**src/sv/cfc_pkg.sv**
```systemverilog
// shared types and constants for the per-flow cork coalescer
// no dependencies; the other files that use it refer to this package by scoped names
package cfc_pkg;

	localparam int FLOW_ENTRIES = 512;
	localparam int IDX_W = $clog2(FLOW_ENTRIES);

	// divide-by-ten unit: floor(d / 10) = (d * DIV10_RECIP) >> DIV10_SHIFT for 32-bit d
	localparam logic [31:0] DIV10_RECIP = 32'hCCCC_CCCD;
	localparam int DIV10_SHIFT = 35;

	localparam int LIMIT_BIT = 9;
	localparam int LAST_READER = 8;

	typedef enum logic [1:0] {
		OP_NODELAY = 2'd0,
		OP_SEND    = 2'd1,
		OP_RECV    = 2'd2,
		OP_QUERY   = 2'd3
	} op_t;

	localparam logic [1:0] ACT_NONE  = 2'd0;
	localparam logic [1:0] ACT_CORK  = 2'd1;
	localparam logic [1:0] ACT_FLUSH = 2'd2;
	localparam logic [1:0] ACT_STAT  = 2'd3;

	localparam logic [1:0] SK_LAT  = 2'd0;
	localparam logic [1:0] SK_QLEN = 2'd1;
	localparam logic [1:0] SK_SIZE = 2'd2;

	localparam logic REG_MAX_QLEN = 1'b0;
	localparam logic REG_STATS_EN = 1'b1;

	typedef struct packed {
		logic [31:0] n;
		logic [31:0] avg;
		logic [31:0] mn;
		logic [31:0] mx;
	} stat32_t;

	typedef struct packed {
		logic [31:0] n;
		logic [15:0] avg;
		logic [15:0] mn;
		logic [15:0] mx;
	} stat16_t;

	typedef struct packed {
		logic        corking;
		logic [15:0] pending;
		logic [31:0] cork_start;
		logic [9:0]  mask;
		stat32_t     lat;
		stat16_t     qlen;
		stat32_t     size;
	} entry_t;

	localparam int ENTRY_W = $bits(entry_t);

	// controller to datapath
	typedef struct packed {
		logic clear;
		logic accept;
		logic eval;
		logic sample;
		logic write;
		logic emit;
	} cmd_t;

	// datapath to controller
	typedef struct packed {
		logic clr_done;
		logic samp_left;
		logic div_busy;
		logic emit_last;
	} sts_t;

endpackage

```
**src/sv/cfc_ctrl.sv**
```systemverilog
// controller state machine: clearing sweep, item sequencing, result burst
// depends on cfc_pkg
module cfc_ctrl (
	input  logic          clk,
	input  logic          arst_n,
	input  logic          start,
	output logic          busy,
	output cfc_pkg::cmd_t cmd,
	input  cfc_pkg::sts_t sts
);

	typedef enum logic [2:0] {
		ST_CLEAR,
		ST_IDLE,
		ST_EVAL,
		ST_SAMPLE,
		ST_DIVW,
		ST_WRITE,
		ST_EMIT
	} state_t;

	state_t state_q;
	state_t state_d;
	logic   busy_q;

	// next state and commands
	always_comb begin
		state_d = state_q;
		cmd = '0;
		case (state_q)
			ST_CLEAR: begin
				cmd.clear = 1'b1;
				if (sts.clr_done) begin
					state_d = ST_IDLE;
				end
			end
			ST_IDLE: begin
				if (start) begin
					cmd.accept = 1'b1;
					state_d = ST_EVAL;
				end
			end
			ST_EVAL: begin
				cmd.eval = 1'b1;
				state_d = ST_SAMPLE;
			end
			ST_SAMPLE: begin
				if (sts.samp_left) begin
					cmd.sample = 1'b1;
					state_d = ST_DIVW;
				end else begin
					state_d = ST_WRITE;
				end
			end
			ST_DIVW: begin
				if (!sts.div_busy) begin
					state_d = ST_SAMPLE;
				end
			end
			ST_WRITE: begin
				cmd.write = 1'b1;
				state_d = ST_EMIT;
			end
			ST_EMIT: begin
				cmd.emit = 1'b1;
				if (sts.emit_last) begin
					state_d = ST_IDLE;
				end
			end
			default: state_d = ST_IDLE;
		endcase
	end

	// state and busy flag
	always_ff @(posedge clk or negedge arst_n) begin
		if (!arst_n) begin
			state_q <= ST_CLEAR;
			busy_q <= 1'b1;
		end else begin
			state_q <= state_d;
			busy_q <= state_d != ST_IDLE;
		end
	end

	assign busy = busy_q;

	a_busy_matches: assert property (@(posedge clk) disable iff (!arst_n)
		busy_q == (state_q != ST_IDLE))
		else $error("busy out of step with state");
	a_accept_busy: assert property (@(posedge clk) disable iff (!arst_n)
		cmd.accept |=> busy_q && state_q == ST_EVAL)
		else $error("accepted item not taken up");
	a_write_once: assert property (@(posedge clk) disable iff (!arst_n)
		cmd.write |=> cmd.emit)
		else $error("write-back not followed by results");

endmodule

```
**config.mk**
```make
export PLATFORM = sky130hd
export DESIGN_NAME = cfc_ctrl
export DESIGN_NICKNAME = d
export VERILOG_FILES = /design/src/sv/cfc_pkg.sv /design/src/sv/cfc_ctrl.sv
export SDC_FILE = /design/constraint.sdc
export NUM_CORES = 1
export LEC_CHECK = 0
export BUFFER_PORTS_ARGS = -buffer_cell sky130_fd_sc_hd__buf_2
export CAP_MARGIN = 10
export CELL_PAD_IN_SITES_DETAIL_PLACEMENT = 0
export CELL_PAD_IN_SITES_GLOBAL_PLACEMENT = 1
export CORE_AREA = 5 5 42 44
export DETAILED_ROUTE_END_ITERATION = 16
export DIE_AREA = 0 0 47 49
export GPL_ROUTABILITY_DRIVEN = 0
export PLACE_DENSITY = 0.61
export SLEW_MARGIN = 20
export SYNTH_ARGS = -nofsm -noshare
export SYNTH_HDL_FRONTEND = slang
export SYNTH_SLANG_ARGS = --single-unit
```
**constraint.sdc**
```tcl
create_clock -name clk -period 1.5 [get_ports clk]
set_input_delay 0.375 -clock clk [delete_from_list [all_inputs] [get_ports clk]]
set_output_delay 0.375 -clock clk [all_outputs]
set_load 0.01 [all_outputs]
```
Word-level counts from Yosys, hierarchy flattened. Index checks and enable logic that the tools add are counted. W data, S select, Z words.

Output and inout port bits: 7. Word-level logic and storage cells: 24. Register bits: 4. Input port bits: 7.

Reductions and logical operators: 1. Mux-type cells: 14. Eq/ne operators: 7.

Operators by type and width (count): $pmux W3 S7 (1); $mux W3 (4); $eq A3 B3 Y1 const B (3); $mux W1 (9); $eq A3 B2 Y1 const B (2); $eq A3 B1 Y1 const B (1); $logic_not A3 Y1 (1); $ne A3 B1 Y1 const B (1).

Logic depth before layout (Yosys ltp).
Depth after elaboration: 3. Depth in mapped cells: 5. Gate-level depth less buffers: 4.

Worst setup path after synthesis. Ideal clock, no wire load.

Kind: register -> output. From: register state_q[2]. To: output port cmd[2] (netlist name). Data arrival time: 0.813 ns. Data required time: 1.125 ns. Setup slack: 0.312 ns. Path buffers: 0. Cell stages (with the launch flop): 3. Cells stage by stage: dfrtp_1 nand2b_2 nor2_1.

RTL lines: from (decl) (line cfc_ctrl.sv:22) `state_t state_q;`; from (signal assigned) (line cfc_ctrl.sv:80) `state_q <= state_d;`; to (decl) (line cfc_ctrl.sv:8) `output cfc_pkg::cmd_t cmd,`.

==> summary.txt <==
Run status
  • Run status: finished clean

Timing
  • Setup Viol. Count Final: 0
  • Least-Margin Pin Slew: around 260 ps
  • Post-route clock skew: 11.70 ps
  • Peak clock frequency supported by timing: 677.0 MHz
  • RSZ-0062 raised after global routing: true
  • Worst hold-check slack: approximately 460 ps
  • Relative max-transition margin: 0.8283
  • Final-report max-slew violation count: 0
  • Final worst path period need: between 1000 and 1500 ps
  • Final period util: 0.9847
  • Final-report hold violation count: 0

Clocking
  • Cell at the root of the clock tree: clkbuf_4
  • Deepest clock path buffer count: 2
  • Clock transition at the registers of the reported paths: approximately 50 ps
  • CTS tree: done
  • # H-tree levels: 1
  • Clock tree sinks: 4
  • Number of clock buffers inserted by TritonCTS: 3
  • Clock latency at the later pin of the worst-skew pair: roughly 240 ps

Critical path
  • Worst setup path class: reg -> out
  • CP arrival: roughly 1100 ps
  • Cell with the largest stage delay on the worst path: dfrtp_2
  • Required time of the critical path: between 1000 and 1500 ps
  • Delay of the slowest cell on the worst path: between 400 and 500 ps
  • Startpoint type of the worst setup path: flip-flop
  • Kind of end point of the critical path: output pin
  • List of cells traversed by the critical path: buf_4 > nand2b_4 > nor2_1 > buf_2
  • Critical path peak fanout: 7

Yosys
  • Share of the yosys chip area belonging to registers: 0.3476
  • Yosys synthesis warning count: 0
  • Cell count after synthesis: 36
  • Cell variety after synth: 24
  • Mean area per synthesized cell: slightly above 8 um2
  • Area of the mapped netlist: slightly below 300 um2
  • Biggest area consumer among synthesized cells: dfrtp_1
  • Leading cell types by total area after synthesis: dfrtp_1 (26%), dfstp_2 (9.0%), o21ai_0 (8.6%), nor2_1 (5.2%), nand2b_1 (4.3%)
  • Number of register bits inferred by synthesis: 4
  • Yosys top cell area share: 0.2575
  • Synth Net Count: 43

Global route
  • First-pass GRT wire length: about 1200 um
  • Number of antenna violations at the first check in global routing: 0
  • Total congestion overflow after global routing: 0
  • Via count of the first global-routing pass: 307
  • Pin count of the biggest net entering global routing: 12
  • Total GRT Usage: 0.07339

Floorplanning
  • Count of standard-cell rows: 14
  • Horizontal die dimension: 47 um
  • Die area: approximately 2300 um2
  • Chip height: ~49 um
  • Effective utilization at floorplan: 0.2080
  • Floorplan core area: about 1400 um2
  • I/O pin total: 14

Place
  • Final HPWL from detailed placement: 506.6 um
  • Count of buffers inserted at the top-level ports: 13

Hold path
  • Min-delay worst type: in -> async

Pwr
  • Total leakage power: 0.2441 nW
  • Total power: roughly 1.1 mW
  • Worst vdd ir: about 0.77 mV
  • Pwr per Cell Area: roughly 2200 nW/um2

Drt
  • DRT antenna net count: 0
  • Met1 WL: between 300 and 400 um
  • Vias after detailed routing: 349
  • DRC violation count after routing: 0
  • Met2 wire length: roughly 400 um
  • Routed wirelength normalized by instance count: 11.47 um
  • Routed wire length on met3: a little under 90 um
  • Initial detailed-routing violation count: 5
  • Top layer used by detailed routing: met3
  • DR pass1 iterations: 4
  • Post-DR vias/cell: 4.532
  • Final Routed Wirelength: between 800 and 900 um

Final layout
  • Commonest non-fill, non-tap cell in the layout: buf_2
  • Antenna diode count: 0
  • Finished Core Util: 0.3464
  • Net count, final: a little under 70
  • Leading cell types in the layout, fill and taps excluded: buf_2 (13), buf_4 (7), o21ai_0 (5)
  • P&R area growth vs syn: 66.52%
  • Fraction of layout instances using a drive strength above 1: 0.6230

Job
  • Max_cap viols: 0
where the power goes:
| group | leakage [nW] | switching [mW] | total [mW] | internal (mW) |
|---|---|---|---|---|
| sequential | 0.0438 | 0.0984 | 0.274 | 0.176 |
| combinational | 0.185 | 0.292 | 0.664 | 0.371 |
| clock | 0.0150 | 0.0494 | 0.150 | 0.100 |
flip-flops by register name, summed over array words and instances, names as in the netlist:
name / cells
state_q: 3
busy: 1
cells in the mapped netlist:
cell	n
nor2b_1	1
nand2b_2	1
buf_4	1
and3_2	1
nor3b_1	1
a21oi_1	1
o21ai_2	1
o21ai_0	5
inv_2	1
or2_1	1
nand2b_1	2
inv_1	1
dfrtp_1	3
buf_6	1
a221oi_1	1
and2_4	1
o21a_1	1
nor2_1	4
nor3_1	1
dfstp_2	1
nand2_1	3
or2_2	1
a22oi_1	1
and3_1	1
path summary, 6_finish.rpt:
path	start	to	slack (ps)	depth (start not counted)
hold / removal	arst_n	state_q[2]	460	2
hold reg to reg	state_q[2]	state_q[1]	680	3
setup reg to reg	state_q[1]	busy	100	5
min in group clk	sts[0]	state_q[1]	460	4
max in group asynchronous	arst_n	busy	830	2
setup / recovery	state_q[2]	cmd[1]	20	4
final cells by class:
type | count | area (um2)
Fill cell | 154 | 915.9
Multi-Input combinational cell | 28 | 186.4
Timing Repair Buffer | 23 | 137.6
Sequential cell | 4 | 105.1
Clock buffer | 4 | 26.28
Tap cell | 16 | 20.02
Inverter | 2 | 10.01
cell families (layout without fill, tap and decap cells):
kind of cell	count (synthesis)	count (layout)	share of synthesized area
flops	4	4	0.3476
buf+inv	4	29	0.09011
simple gates	18	18	0.3477
compound gates	10	10	0.2146
metal layers:
layer	global-route usage	vias up
met5	0	-
met4	0.05530	0
met3	0.01476	0
met2	0.09276	22
met1	0.1040	152
li1	-	175
worst max-delay path: cells and delay by family (launching register included):
family | cells | cell delay, ps
buffers and inverters | 2 | 290
flip-flops | 1 | 440
AND/OR/NAND/NOR | 2 | 120
metrics by stage:
stage | instance area [um2] | setup slack [ps] | TNS, ps | cells
CTS | 407.9 | -10.54 | -10.54 | 69
detailed placement | 357.8 | 144.1 | 0 | 63
finish | 485.5 | 22.95 | 0 | 77
global route | 485.5 | -30.25 | -75.17 | 77
global placement | 357.8 | 118.9 | 0 | 63
floorplan | 291.5 | 312.2 | 0 | 36
repair_timing:
| action | CTS | global route |
|---|---|---|
| gates resized for setup | 4 | 5 |
| hold buffers | 1 | 0 |
| setup endpoints to repair | 5 | 6 |
| hold endpoints to repair | 3 | 0 |
| setup buffers | 1 | 8 |
| pin swaps | 0 | 3 |
(Power assumes the default switching activity.)
